<file path="src/design/ogd_pkg.sv">
// shared constants and types for the occupancy grid downsampler
package ogd_pkg;

   localparam int MAX_MAP_WIDTH = 1024;
   localparam int CELL_PIXELS   = 4;
   localparam int CELL_BITS     = $clog2(CELL_PIXELS);
   localparam int DIM_BITS      = $clog2(MAX_MAP_WIDTH) + 1;
   localparam int COUNT_BITS    = $clog2(MAX_MAP_WIDTH);
   localparam int FLAG_DEPTH    = MAX_MAP_WIDTH / CELL_PIXELS;
   localparam int GRID_BITS     = $clog2(FLAG_DEPTH);
   localparam int OUT_BITS      = 8;
   localparam int COLOR_BITS    = 8;

   localparam logic [DIM_BITS-1:0] DIM_RESET = DIM_BITS'(MAX_MAP_WIDTH);
   localparam logic [DIM_BITS-1:0] DIM_MIN   = DIM_BITS'(CELL_PIXELS);
   localparam logic [DIM_BITS-1:0] DIM_MAX   = DIM_BITS'(MAX_MAP_WIDTH);

   localparam logic CSR_MAP_WIDTH  = 1'b0;
   localparam logic CSR_MAP_HEIGHT = 1'b1;

   typedef struct packed {
      logic                 in_cell;
      logic                 cell_start;
      logic                 cell_end;
      logic                 grid_last;
      logic                 pixel_free;
      logic [GRID_BITS-1:0] grid_col;
      logic [GRID_BITS-1:0] grid_row;
   } scan_type;

   function automatic logic [DIM_BITS-1:0] clamp_dim(input logic [DIM_BITS-1:0] v);
      logic [DIM_BITS-1:0] r;
      if (v < DIM_MIN) begin
         r = DIM_MIN;
      end else if (v > DIM_MAX) begin
         r = DIM_MAX;
      end else begin
         r = v;
      end
      return r;
   endfunction

endpackage

</file>
<file path="src/design/ogd_ram.sv">
// generic single-write single-read ram with registered read
module ogd_ram #(
   parameter int WIDTH = 1,
   parameter int DEPTH = 256
) (
   input  logic                     clock,
   input  logic                     wr_en,
   input  logic [$clog2(DEPTH)-1:0] wr_addr,
   input  logic [WIDTH-1:0]         wr_data,
   input  logic                     rd_en,
   input  logic [$clog2(DEPTH)-1:0] rd_addr,
   output logic [WIDTH-1:0]         rd_data
);

   logic [WIDTH-1:0] mem_ff [DEPTH];
   logic [WIDTH-1:0] rd_data_ff;

   always_ff @(posedge clock) begin
      if (wr_en) begin
         mem_ff[wr_addr] <= wr_data;
      end
      if (rd_en) begin
         rd_data_ff <= mem_ff[rd_addr];
      end
   end

   assign rd_data = rd_data_ff;

endmodule

</file>
<file path="src/design/ogd_scan.sv">
// raster position counters and per-pixel cell decode
module ogd_scan
   import ogd_pkg::*;
(
   input  logic                  clock,
   input  logic                  reset,
   input  logic                  advance,
   input  logic [DIM_BITS-1:0]   map_width,
   input  logic [DIM_BITS-1:0]   map_height,
   input  logic [COLOR_BITS-1:0] red,
   input  logic [COLOR_BITS-1:0] green,
   input  logic [COLOR_BITS-1:0] blue,
   output scan_type              scan
);

   logic [COUNT_BITS-1:0] col_ff, col_in;
   logic [COUNT_BITS-1:0] row_ff, row_in;
   logic [DIM_BITS-1:0]   width_eff;
   logic [DIM_BITS-1:0]   height_eff;
   logic [GRID_BITS:0]    grid_cols;
   logic [GRID_BITS:0]    grid_rows;
   logic [GRID_BITS:0]    gc_wide;
   logic [GRID_BITS:0]    gr_wide;
   logic [CELL_BITS-1:0]  cx;
   logic [CELL_BITS-1:0]  ry;
   logic [DIM_BITS-1:0]   col_next;
   logic [DIM_BITS-1:0]   row_next;

   always_comb begin
      width_eff  = clamp_dim(map_width);
      height_eff = clamp_dim(map_height);
      grid_cols  = width_eff[DIM_BITS-1:CELL_BITS];
      grid_rows  = height_eff[DIM_BITS-1:CELL_BITS];
      gc_wide    = {1'b0, col_ff[COUNT_BITS-1:CELL_BITS]};
      gr_wide    = {1'b0, row_ff[COUNT_BITS-1:CELL_BITS]};
      cx         = col_ff[CELL_BITS-1:0];
      ry         = row_ff[CELL_BITS-1:0];

      scan.in_cell    = (gc_wide < grid_cols) && (gr_wide < grid_rows);
      scan.cell_start = (cx == '0) && (ry == '0);
      scan.cell_end   = (cx == '1) && (ry == '1);
      scan.grid_last  = (gc_wide == grid_cols - 1'b1) && (gr_wide == grid_rows - 1'b1);
      scan.pixel_free = |(red | green | blue);
      scan.grid_col   = gc_wide[GRID_BITS-1:0];
      scan.grid_row   = gr_wide[GRID_BITS-1:0];

      col_next = {1'b0, col_ff} + 1'b1;
      row_next = {1'b0, row_ff} + 1'b1;
      col_in   = col_ff;
      row_in   = row_ff;
      if (advance) begin
         if (col_next >= width_eff) begin
            col_in = '0;
            if (row_next >= height_eff) begin
               row_in = '0;
            end else begin
               row_in = row_next[COUNT_BITS-1:0];
            end
         end else begin
            col_in = col_next[COUNT_BITS-1:0];
            if ({1'b0, row_ff} >= height_eff) begin
               row_in = '0;
            end
         end
      end
   end

   always_ff @(posedge clock) begin
      if (reset) begin
         col_ff <= '0;
         row_ff <= '0;
      end else begin
         col_ff <= col_in;
         row_ff <= row_in;
      end
   end

endmodule

</file>
<file path="src/design/occupancy_grid_downsample_core.sv">
// occupancy grid downsampler top level: config, flag memory, update stage, output
// a result passes the update stage register, then the rsp output register, after its closing pixel request is accepted
// throughput: one pixel request per cycle while rsp is not stalled, set by the single flag memory read-modify-write
// a write to the same flag entry in the update stage is forwarded to the next read
// reset: pixel counters cleared, map_width and map_height set to 1024
// reset: the column flag memory is not cleared; each cell's first pixel overwrites its entry
module occupancy_grid_downsample_core
   import ogd_pkg::*;
(
   input  logic                clock,
   input  logic                reset,
   input  logic                req_tvalid,
   output logic                req_tready,
   input  logic [23:0]         req_tdata,  // red, green, blue
   output logic                rsp_tvalid,
   input  logic                rsp_tready,
   output logic [23:0]         rsp_tdata,  // cell_row, cell_col, blocked, zero fill
   output logic                rsp_tlast,  // last_cell
   input  logic                csr_valid,
   output logic                csr_ready,
   input  logic                csr_index,
   input  logic [DIM_BITS-1:0] csr_data
);

   logic [DIM_BITS-1:0]  map_width_ff, map_width_in;
   logic [DIM_BITS-1:0]  map_height_ff, map_height_in;
   scan_type             scan;
   scan_type             s1_ff;
   logic                 s1_valid_ff, s1_valid_in;
   logic                 fwd_hit_ff, fwd_hit_in;
   logic                 fwd_val_ff;
   logic                 req_accept;
   logic                 s1_fire;
   logic                 out_free;
   logic                 s1_has_result;
   logic                 prev_free;
   logic                 flag;
   logic                 ram_wr_en;
   logic [0:0]           ram_rd_data;
   logic                 rsp_valid_ff, rsp_valid_in;
   logic [OUT_BITS-1:0]  rsp_row_ff;
   logic [OUT_BITS-1:0]  rsp_col_ff;
   logic                 rsp_blocked_ff;
   logic                 rsp_last_ff;

   assign csr_ready = 1'b1;

   always_comb begin
      map_width_in  = map_width_ff;
      map_height_in = map_height_ff;
      if (csr_valid) begin
         unique case (csr_index)
            CSR_MAP_WIDTH:  map_width_in  = csr_data;
            CSR_MAP_HEIGHT: map_height_in = csr_data;
            default:        map_width_in  = map_width_ff;
         endcase
      end
   end

   ogd_scan u_scan (
      .clock      (clock),
      .reset      (reset),
      .advance    (req_accept),
      .map_width  (map_width_ff),
      .map_height (map_height_ff),
      .red        (req_tdata[7:0]),
      .green      (req_tdata[15:8]),
      .blue       (req_tdata[23:16]),
      .scan       (scan)
   );

   ogd_ram #(
      .WIDTH (1),
      .DEPTH (FLAG_DEPTH)
   ) u_flags (
      .clock   (clock),
      .wr_en   (ram_wr_en),
      .wr_addr (s1_ff.grid_col),
      .wr_data (flag),
      .rd_en   (req_accept),
      .rd_addr (scan.grid_col),
      .rd_data (ram_rd_data)
   );

   always_comb begin
      out_free      = !rsp_valid_ff || rsp_tready;
      s1_has_result = s1_ff.in_cell && s1_ff.cell_end;
      s1_fire       = s1_valid_ff && (!s1_has_result || out_free);
      req_tready    = !s1_valid_ff || s1_fire;
      req_accept    = req_tvalid && req_tready;

      prev_free = fwd_hit_ff ? fwd_val_ff : ram_rd_data[0];
      flag      = s1_ff.cell_start ? s1_ff.pixel_free : (prev_free && s1_ff.pixel_free);
      ram_wr_en = s1_fire && s1_ff.in_cell;

      fwd_hit_in  = ram_wr_en && (s1_ff.grid_col == scan.grid_col);
      s1_valid_in = req_accept ? 1'b1 : (s1_fire ? 1'b0 : s1_valid_ff);

      if (s1_fire && s1_has_result) begin
         rsp_valid_in = 1'b1;
      end else if (rsp_tready) begin
         rsp_valid_in = 1'b0;
      end else begin
         rsp_valid_in = rsp_valid_ff;
      end
   end

   always_ff @(posedge clock) begin
      if (reset) begin
         map_width_ff  <= DIM_RESET;
         map_height_ff <= DIM_RESET;
         s1_valid_ff   <= 1'b0;
         rsp_valid_ff  <= 1'b0;
      end else begin
         map_width_ff  <= map_width_in;
         map_height_ff <= map_height_in;
         s1_valid_ff   <= s1_valid_in;
         rsp_valid_ff  <= rsp_valid_in;
      end
   end

   always_ff @(posedge clock) begin
      if (req_accept) begin
         s1_ff      <= scan;
         fwd_hit_ff <= fwd_hit_in;
         fwd_val_ff <= flag;
      end
      if (s1_fire && s1_has_result) begin
         rsp_row_ff     <= OUT_BITS'(s1_ff.grid_row);
         rsp_col_ff     <= OUT_BITS'(s1_ff.grid_col);
         rsp_blocked_ff <= !flag;
         rsp_last_ff    <= s1_ff.grid_last;
      end
   end

   assign rsp_tvalid = rsp_valid_ff;
   assign rsp_tdata  = {7'b0, rsp_blocked_ff, rsp_col_ff, rsp_row_ff};
   assign rsp_tlast  = rsp_last_ff;

endmodule

</file>
<file path="config.mk">
export PLATFORM = sky130hd
export DESIGN_NAME = occupancy_grid_downsample_core
export DESIGN_NICKNAME = d
export VERILOG_FILES = /design/src/design/ogd_pkg.sv /design/src/design/ogd_ram.sv /design/src/design/ogd_scan.sv /design/src/design/occupancy_grid_downsample_core.sv
export SDC_FILE = /design/constraint.sdc
export NUM_CORES = 1
export LEC_CHECK = 0
export ABC_AREA = 1
export BUFFER_PORTS_ARGS = -buffer_cell sky130_fd_sc_hd__buf_2
export CAP_MARGIN = 10
export CORE_MARGIN = 8
export CORE_UTILIZATION = 45
export DETAILED_ROUTE_END_ITERATION = 8
export GPL_ROUTABILITY_DRIVEN = 0
export MAX_ROUTING_LAYER = met4
export PLACE_DENSITY_LB_ADDON = 0.3
export SYNTH_ARGS = -nofsm -noshare
export SYNTH_HDL_FRONTEND = slang
export SYNTH_SLANG_ARGS = --single-unit
</file>
<file path="constraint.sdc">
create_clock -name clock -period 5.3 [get_ports clock]
set_input_delay 0.795 -clock clock [delete_from_list [all_inputs] [get_ports clock]]
set_output_delay 0.795 -clock clock [all_outputs]
set_load 0.01 [all_outputs]
</file>
==> results of run 1 <==
## per-stage QoR
| step | util, % | instances | total power [W] | instance area [sq um] |
|---|---|---|---|---|
| after floorplan | - | 1838 | 0.00330 | 16800 |
| after global placement | 47.1 | 2265 | 0.00338 | 17300 |
| after detailed placement | 47.1 | 2265 | 0.00339 | 17300 |
| after CTS | 50.2 | 2333 | 0.00579 | 18400 |
| after global routing | 50.2 | 2333 | 0.00594 | 18400 |
| final | 50.2 | 2333 | 0.00576 | 18400 |
## final cells by class
cell class	count	area (sq um)
fill	3357	18300
sequential	342	9840
multi-input combinational	1290	6110
clock buffer	55	1050
tap	468	586
timing repair buffer	70	388
inverter	95	358
clock inverter	13	90.1
## cells by family (layout without fill, tap and decap cells)
logic type                 count (synthesis)  count (layout)  synth area share, %
and+or+nand+nor                         1059            1059                 26.6
AOI/OAI and AO/OA                        153             153                 4.88
xor gates and xnor gates                  23              23                 1.20
adders and majority gates                 47              47                 3.50
other                                      2               8               0.0447
DFF                                      342             342                 58.6
buffers and inverters                    206             233                 5.22
## per-layer routing
| metal | GRT usage [%] | wire length, um |
|---|---|---|
| met1 | 25.9 | 18400 |
| met4 | 6.68 | 1300 |
| met5 | - | 0 |
| met3 | 2.92 | 3570 |
| met2 | 32.0 | 20400 |
## worst register-to-register path: stages (launching register included)
cell and delay (ns):
dfxtp_1 0.80, inv_1 0.51, nor2_1 0.21, nand2_1 0.08, nor2_1 0.13, xor2_1 0.16, inv_1 0.08, ha_1 0.28
nand2_1 0.08, nor4_1 0.34, nand4_1 0.13, nand3_1 0.35, nand2_1 0.31, nand2_1 0.16, o21ai_0 0.09, a21oi_1 0.16
## path summary, 6_finish.rpt
check	cells past startpoint	slack, ns	endpoint	startpoint
setup reg to reg	15	1.35	u_scan.row_ff[0]	u_scan.col_ff[6]
setup / recovery	15	1.35	u_scan.row_ff[0]	u_scan.col_ff[6]
hold reg to reg	0	0.42	rsp_row_ff[0]	s1_ff[0]
hold / removal	0	0.42	rsp_row_ff[0]	s1_ff[0]
## flip-flops by register name, indices dropped and copies added, names as in the netlist, 8 cells and up
register and count:
u_flags.mem_ff 256, map_width_ff 11, map_height_ff 11, rsp_col_ff 8, rsp_row_ff 8, u_scan.col_ff 10
s1_ff 21, u_scan.row_ff 10
## Yosys cell counts (4+ instances only)
| cell | n | area share, % |
|---|---|---|
| xnor2_1 | 4 | 0.21 |
| nand4_1 | 27 | 1.0 |
| nor3_1 | 10 | 0.30 |
| nor2_1 | 356 | 8.0 |
| o22ai_1 | 8 | 0.30 |
| dfxtp_1 | 44 | 5.2 |
| clkinv_1 | 4 | 0.089 |
| buf_4 | 13 | 0.58 |
| edfxtp_1 | 298 | 53 |
| nand2_2 | 7 | 0.26 |
| buf_1 | 8 | 0.18 |
| nand2_1 | 388 | 8.7 |
| inv_1 | 88 | 2.0 |
| xor2_1 | 19 | 0.99 |
| clkbuf_1 | 57 | 1.3 |
| o21ai_0 | 63 | 1.9 |
| nand3_1 | 250 | 7.5 |
| nor4_1 | 10 | 0.37 |
| buf_2 | 31 | 0.92 |
| a21oi_1 | 64 | 1.9 |
| ha_1 | 47 | 3.5 |
## power breakdown
group	switching [W]	leakage, nW	total [W]	internal [W]
Sequential	0.0000239	3.04	0.00300	0.00298
Combinational	0.000244	3.14	0.000333	0.0000886
Clock	0.00104	0.558	0.00242	0.00138
Total	0.00131	6.74	0.00576	0.00445
==> impl_metrics.json, run 1 <==
{
  "outcome": "finished, final reports clean",
  "hold_ws_ns": 0.418,
  "setup_slack_ns": 1.35,
  "clockRootBuffer": "clkbuf_16",
  "dr_total_vias": 13083,
  "core.rowCount": 70,
  "grt_first_pass_wirelength_mm": 68.0,
  "cp-start-kind": "flip-flop",
  "overflow": 0,
  "cts_tree": "yes",
  "relSlewSlack_pct": 13.5,
  "cp.required_ns": 5.75,
  "ioPinCount": 69,
  "dieArea_sq_mm": 0.0437,
  "ir_drop_mv": 0.171,
  "critical_path_class": "reg2reg",
  "coreArea_sq_mm": 0.0367,
  "ys_seq_elements": 342,
  "skew_ns": 0.0259,
  "clk_latency_ns": 0.53,
  "cp_data_arrival_time_ns": 4.40,
  "grt_usage_pct": 20.0,
  "finalWirelength_mm": 43.6,
  "syn_area_sq_mm": 0.0168,
  "ys.flop_type": "edfxtp_1",
  "grt_pass1_vias": 12348,
  "antenna_found_initial": 0,
  "first_iter_violations": 1276,
  "layout_common_cells": "nand2_1 (388), nor2_1 (356), edfxtp_1 (298), nand3_1 (250), inv_1 (88)",
  "ys_warn_count": 0,
  "crit_path_top_delay_cell": "dfxtp_1",
  "port_buffers": 60,
  "area_growth_pct": 9.71,
  "die_y_um": 209,
  "ant_nets": 0,
  "fin_setup_tns_ns": 0,
  "cts-hold-fix-buffers": 0,
  "chipWidth_um": 209,
  "synth.avg_cell_area_sq_um": 9.16,
  "post_cts_buffers": 0,
  "initial_utilization_pct": 45.7,
  "p_leak_nw": 6.74,
  "cp_max_fo": 14,
  "syn_inst": 1832,
  "grt_setup_unrepaired": "no",
  "path_clk_slew_ns": 0.06,
  "synth_cell_types": 42,
  "final_common_cell": "nand2_1",
  "worstPathCellList": "inv_1 > nor2_1 > nand2_1 > nor2_1 > xor2_1 > inv_1 > ha_1 > nand2_1 > nor4_1 > nand4_1 > nand3_1 > nand2_1 > nand2_1 > o21ai_0 > a21oi_1",
  "yosysSeqAreaShare_pct": 58.6,
  "dp_slack_ns": 1.50,
  "worstHoldPathType": "reg2reg",
  "hpwl_mm": 26.4,
  "period_minus_slack_ns": 3.95,
  "layout.nets": 1924,
  "end_kind": "flip-flop",
  "ctsHtreeMaxLevel": 2,
  "max_freq_ghz": 0.253,
  "viasPerCell": 5.61,
  "critPathBufInv": 2,
  "finalCritPeriodShare_pct": 74.5,
  "worst_path_largest_cell_delay_ns": 0.80,
  "synth_edf_count": 298,
  "cts_resized": 0,
  "grt_max_degree": 141,
  "drt-pass1-iter-count": 6,
  "setup_violations": 0,
  "cpMostUsedCell": "nand2_1",
  "worst_pin_slew_ns": 1.29,
  "n_antenna_cell": 0,
  "routedWlPerCell_um": 18.7,
  "cts_num_sinks": 342,
  "cts_buffers": 37,
  "critPathTopFamily": "simple AND/OR/NAND/NOR gates",
  "power.density_mw_per_mm2": 313,
  "slew_viol_final": 0,
  "max_cap_violations": 0,
  "finalHoldViolations": 0,
  "post-route-drc-count": 0,
  "drive_gt1_share_pct": 7.77,
  "async_reset_ff_share_pct": 0,
  "clk_path_buf_depth": 3
}
Note: power is estimated with default switching activity, not from simulation.
==> run 2: changes to the inputs <==
==> constraint.sdc (replaced) <==
create_clock -name clock -period 3.4 [get_ports clock]
set_input_delay 0.51 -clock clock [delete_from_list [all_inputs] [get_ports clock]]
set_output_delay 0.51 -clock clock [all_outputs]
set_load 0.01 [all_outputs]
==> run 2 against run 1 <==
  * Count of clock-buffer cells in the layout decreased by 4
  * Clock skew increased by 0.0026 ns
  * Wire length increased by 3.2%
  * Non-clock buffer count increased by 15
  * Via count increased by 0.37%
  * Critical endpoint unchanged
  * Sequential share of layout area decreased by 0.53 points
  * Worst setup slack got worse by 1.1 ns
  * Highest routed layer unchanged
  * Sequential power increased by 56%
  * Critical path type unchanged
  * Global-route usage increased by 0.56 points
  * Maximum frequency increased by 27%
==> impl_metrics.json, run 2 (same netlist as run 1, synthesis figures left out) <==
{
  "relSlewSlack_pct": 21.7,
  "cp-start-kind": "flip-flop",
  "clockRootBuffer": "clkbuf_16",
  "cp.required_ns": 3.81,
  "dieArea_sq_mm": 0.0437,
  "cts_buffers": 37,
  "overflow": 0,
  "grt_first_pass_wirelength_mm": 69.8,
  "core.rowCount": 70,
  "cp_max_fo": 10,
  "layout_common_cells": "nand2_1 (387), nor2_1 (356), edfxtp_1 (298), nand3_1 (249), inv_1 (88)",
  "ctsHtreeMaxLevel": 2,
  "worstHoldPathType": "in2reg",
  "ant_nets": 0,
  "n_antenna_cell": 0,
  "chipWidth_um": 209,
  "slew_viol_final": 0,
  "critical_path_class": "reg2reg",
  "routedWlPerCell_um": 19.2,
  "setup_violations": 0,
  "ir_drop_mv": 0.291,
  "placed_area_sq_mm": 0.0174,
  "grt_max_degree": 164,
  "regMostFlops": "u_flags.mem_ff",
  "first_iter_violations": 1257,
  "topRoutingLayerUsed": "met4",
  "drt-pass1-iter-count": 5,
  "final_cell_area_sq_mm": 0.0186,
  "largest_register_ffs": 256,
  "final_common_cell": "nand2_1",
  "finalWirelength_mm": 45.0,
  "end_kind": "flip-flop",
  "outcome": "finished, final reports clean",
  "p_leak_nw": 6.84,
  "met3_wirelength_mm": 3.57,
  "cts_tree": "yes",
  "fin_setup_tns_ns": 0,
  "clk_latency_ns": 0.54,
  "finalCritPeriodShare_pct": 91.3,
  "layout.nets": 1940,
  "dp_slack_ns": 0.253,
  "path_clk_slew_ns": 0.06,
  "dr_total_vias": 13132,
  "viasPerCell": 5.60,
  "post_cts_buffers": 0,
  "antenna_found_initial": 0,
  "hold_ws_ns": 0.225,
  "clk_path_buf_depth": 3,
  "period_minus_slack_ns": 3.10,
  "initial_utilization_pct": 45.7,
  "coreArea_sq_mm": 0.0367,
  "drive_gt1_share_pct": 8.46,
  "max_freq_ghz": 0.322,
  "largest_registers": "u_flags.mem_ff: 256 flops, s1_ff: 21 flops",
  "worst_pin_slew_ns": 1.17,
  "skew_ns": 0.0284,
  "hpwl_mm": 26.7,
  "area_growth_pct": 10.8,
  "ioPinCount": 69,
  "cp_data_arrival_time_ns": 3.52,
  "setup_slack_ns": 0.295,
  "grt_pass1_vias": 12668,
  "grt_setup_unrepaired": "no",
  "cts_num_sinks": 342,
  "met2_length_mm": 22.1,
  "m1WireLength_mm": 18.4,
  "die_y_um": 209,
  "finalHoldViolations": 0,
  "grt_usage_pct": 20.5,
  "max_cap_violations": 0,
  "power.density_mw_per_mm2": 491,
  "post-route-drc-count": 0,
  "port_buffers": 60
}
[run 2: changes by cell type in the layout (fill, tap and decap cells not counted)]
cell       before  now
buf_4           9   23
bufinv_16       0    3
clkbuf_8        3    0
clkinv_2        8    5
clkinv_1        7    9
buf_12          1    2
clkbuf_2        1    0
nand2_1       388  387
nand2_4         0    1
nand3_1       250  249
nand3_2         0    1
nor2_4          2    3
[run 2: final cells by class]
cell class	count	area [sq um]
well taps	468	586
clock inverters	15	173
inverters	95	358
flip-flops and latches	342	9840
multi-input cells	1291	6130
fillers	3355	18100
clock buffers	51	1000
repair buffers	85	513
[run 2: path summary, 6_finish.rpt]
check / start / end / slack [ns] / cells past startpoint
max reg2reg: u_scan.col_ff[0] / u_scan.row_ff[0] / 0.30 / 18
min: csr_data[10] / map_height_ff[10] / 0.23 / 3
min reg2reg: s1_ff[5] / rsp_row_ff[5] / 0.42 / 0
max: u_scan.col_ff[0] / u_scan.row_ff[0] / 0.30 / 18
[run 2: layer usage]
metal  GRT usage, %  vias up
li1               -     6245
met1           25.5     6324
met2           34.6      485
met3           2.87       78
met4           6.15        0
met5              -        -
[run 2: worst max-delay path, cell delays in order, from the launching register on]
cell	delay, ns
dfxtp_1	0.41
ha_1	0.24
nand3_1	0.14
nor2_1	0.13
nand2_1	0.07
nor2_1	0.09
inv_1	0.07
nor2_1	0.11
xor2_1	0.16
inv_1	0.08
ha_1	0.33
a21oi_1	0.15
o21ai_0	0.10
a21oi_1	0.17
nand3_2	0.22
nand2_4	0.18
nand2_1	0.09
o21ai_0	0.19
a21oi_1	0.07
[run 2: per-stage QoR]
step	power (W)	util, %	instances
global placement	0.00528	47.4	2280
CTS	0.00919	50.6	2346
global route	0.00941	50.7	2347
floorplan	0.00513	-	1838
detailed placement	0.00529	47.4	2280
finish	0.00913	50.7	2347
[run 2: power by group]
| part | internal, W | switching, W |
|---|---|---|
| registers | 0.00464 | 0.0000374 |
| logic | 0.000147 | 0.000385 |
| clock network | 0.00230 | 0.00162 |
| total | 0.00709 | 0.00204 |
[run 2: repair_timing]
item	CTS	global route
resized for setup	0	4
hold buffers	0	0
setup endpoints to repair	0	20
==> run 3: changes to the inputs <==
--- a/config.mk
+++ b/config.mk
@@ -5,7 +5,6 @@
 export SDC_FILE = /design/constraint.sdc
 export NUM_CORES = 1
 export LEC_CHECK = 0
-export ABC_AREA = 1
 export BUFFER_PORTS_ARGS = -buffer_cell sky130_fd_sc_hd__buf_2
 export CAP_MARGIN = 10
 export CORE_MARGIN = 8
==> run 3 against run 2 <==
  * Clock skew decreased by 0.0014 ns
  * Cell area fell by 1.1%
  * Synthesized cell count decreased by 24%
  * Via count decreased by 16%
  * Sequential share of layout area rose by 0.57 points
  * Register-to-register slack worse by 0.09 ns
==> impl_metrics.json, run 3 <==
{
  "coreArea_sq_mm": 0.0363,
  "clockRootBuffer": "clkbuf_16",
  "overflow": 0,
  "post-route-drc-count": 0,
  "worstHoldPathType": "in2reg",
  "drive_gt1_share_pct": 14.6,
  "ant_nets": 0,
  "port_buffers": 60,
  "netlist.area_leader.share_pct": 54.3,
  "critical_path_class": "reg2reg",
  "cts_num_sinks": 342,
  "skew_ns": 0.0270,
  "dp_cells": 1868,
  "drt-pass1-iter-count": 5,
  "clk_path_buf_depth": 3,
  "grt_max_degree": 258,
  "path_clk_slew_ns": 0.06,
  "cp_max_fo": 8,
  "ys_warn_count": 0,
  "antenna_found_initial": 0,
  "ioPinCount": 69,
  "finalWirelength_mm": 39.6,
  "worst_pin_slew_ns": 1.09,
  "synth_edf_count": 298,
  "grt_usage_pct": 18.6,
  "setup_slack_ns": 0.208,
  "cts_buffers": 36,
  "die_y_um": 207,
  "cp.required_ns": 3.85,
  "regMostFlops": "u_flags.mem_ff",
  "critPathLaunch": "u_scan.row_ff[1]",
  "cp-start-kind": "flip-flop",
  "post_cts_buffers": 0,
  "largest_register_ffs": 256,
  "layout_common_cells": "edfxtp_1 (298), nor2_1 (294), nand2_1 (110), mux2i_1 (64), buf_2 (60)",
  "cts_resized": 1,
  "core.rowCount": 70,
  "multi_input_area_sq_mm": 0.00606,
  "seqCellArea_sq_mm": 0.00984,
  "clk_latency_ns": 0.53,
  "setup_violations": 0,
  "cp_data_arrival_time_ns": 3.64,
  "largest_registers": "u_flags.mem_ff: 256 flops, s1_ff: 21 flops",
  "hpwl_mm": 24.7,
  "syn_area_sq_mm": 0.0165,
  "synth_cell_types": 70,
  "dr_total_vias": 11074,
  "yosysSeqAreaShare_pct": 59.7,
  "synthMostInstantiatedCell": "edfxtp_1",
  "syn_inst": 1387,
  "final_common_cell": "edfxtp_1",
  "synthTopCellsByCount": "edfxtp_1 (298), nor2_1 (294), nand2_1 (110)",
  "initial_utilization_pct": 45.3,
  "synthTopCellsByArea": "edfxtp_1 (54%), nor2_1 (6.7%), dfxtp_1 (5.3%)",
  "first_iter_violations": 1235,
  "outcome": "finished, final reports clean",
  "slew_viol_final": 0,
  "layout.nets": 1526,
  "async_reset_ff_share_pct": 0,
  "synth.avg_cell_area_sq_um": 11.9,
  "grt_pass1_vias": 11031,
  "r2r_end": "u_scan.row_ff[6]",
  "reg2reg_depth": 11,
  "ir_drop_mv": 0.366,
  "ctsHtreeMaxLevel": 2,
  "fillers": 3125,
  "ys_seq_elements": 342,
  "fin_setup_tns_ns": 0,
  "finalCritPeriodShare_pct": 93.9,
  "regToRegSetupSlack_ns": 0.21,
  "p_leak_nw": 6.00,
  "n_antenna_cell": 0,
  "endpoint": "u_scan.row_ff[6]",
  "cts_tree": "yes",
  "period_minus_slack_ns": 3.19,
  "dieArea_sq_mm": 0.0430,
  "max_freq_ghz": 0.313,
  "power.density_mw_per_mm2": 482,
  "cts-hold-fix-buffers": 0,
  "grt_first_pass_wirelength_mm": 62.2,
  "dp_slack_ns": -0.0895,
  "chipWidth_um": 207,
  "viasPerCell": 5.73,
  "r2r_start": "u_scan.row_ff[1]",
  "synth_top_area_cell": "edfxtp_1",
  "grt_setup_unrepaired": "no",
  "final_cells": 1932,
  "routedWlPerCell_um": 20.5,
  "ys.flop_type": "edfxtp_1",
  "finalHoldViolations": 0,
  "max_cap_violations": 0,
  "area_growth_pct": 11.7,
  "relSlewSlack_pct": 27.1,
  "end_kind": "flip-flop"
}
[run 3: how the worst min path moves through the flow]
stage,from,end,slack [ns],cells after the start
after detailed placement,s1_ff[1],rsp_row_ff[1],0.41,0
after CTS,csr_data[1],map_height_ff[1],0.23,3
after global routing,csr_data[9],map_width_ff[9],0.24,3
after global placement,s1_ff[6],rsp_row_ff[6],0.40,0
after floorplan,s1_ff[0],rsp_row_ff[0],0.40,0
final,csr_data[10],map_width_ff[10],0.25,3
[run 3: report_power, final]
| group | leakage [nW] | switching, W | internal (W) | total [W] |
|---|---|---|---|---|
| logic | 2.37 | 0.000288 | 0.000137 | 0.000425 |
| clock network | 0.554 | 0.00160 | 0.00219 | 0.00379 |
| registers | 3.08 | 0.0000362 | 0.00462 | 0.00466 |
| total | 6.00 | 0.00192 | 0.00695 | 0.00887 |
[run 3: worst max-delay path: stages, from the launching register on]
cell      delay (ns)
dfxtp_1         0.46
ha_1            0.34
nand3_1         0.21
nor4_2          0.40
nor2_1          0.10
or2_2           0.32
ha_1            0.19
a21o_1          0.15
a211oi_1        0.34
and2_2          0.31
nand2_1         0.10
o221ai_1        0.18
[run 3: layout make-up]
type                            count  area share (%)
Multi-Input combinational cell    928            32.9
Tap cell                          468            3.18
Clock buffer                       49            5.33
Sequential cell                   342            53.5
Timing Repair Buffer              107            3.75
Clock inverter                     15           0.864
Inverter                           23           0.490
[run 3: logic make-up (layout without fill, tap and decap cells)]
| logic type | after synthesis | in the layout | share of synthesized area (%) |
|---|---|---|---|
| xor gates and xnor gates | 34 | 34 | 1.85 |
| muxes | 107 | 107 | 9.36 |
| other | 2 | 8 | 0.0456 |
| buffers and inverters | 123 | 194 | 3.84 |
| and+or+nand+nor | 551 | 551 | 14.5 |
| DFF | 342 | 342 | 59.7 |
| AOI/OAI and AO/OA | 181 | 181 | 7.11 |
| adders and majority gates | 47 | 47 | 3.57 |
[run 3: per-layer routing]
metal | track usage (%) | up-vias | wire, um
li1 | - | 5158 | -
met1 | 24.3 | 5510 | 17400
met2 | 30.1 | 355 | 18800
met3 | 3.40 | 51 | 2670
met4 | 4.29 | 0 | 686
met5 | - | - | 0
[run 3: stage by stage]
stage / power (W) / util, % / area [sq um] / hold slack, ns
after floorplan: 0.00503 / - / 16500 / 0.400
after global placement: 0.00515 / 47.4 / 17200 / 0.403
after detailed placement: 0.00516 / 47.4 / 17200 / 0.405
after CTS: 0.00893 / 50.5 / 18400 / 0.226
after global routing: 0.00915 / 50.6 / 18400 / 0.243
final: 0.00887 / 50.6 / 18400 / 0.246
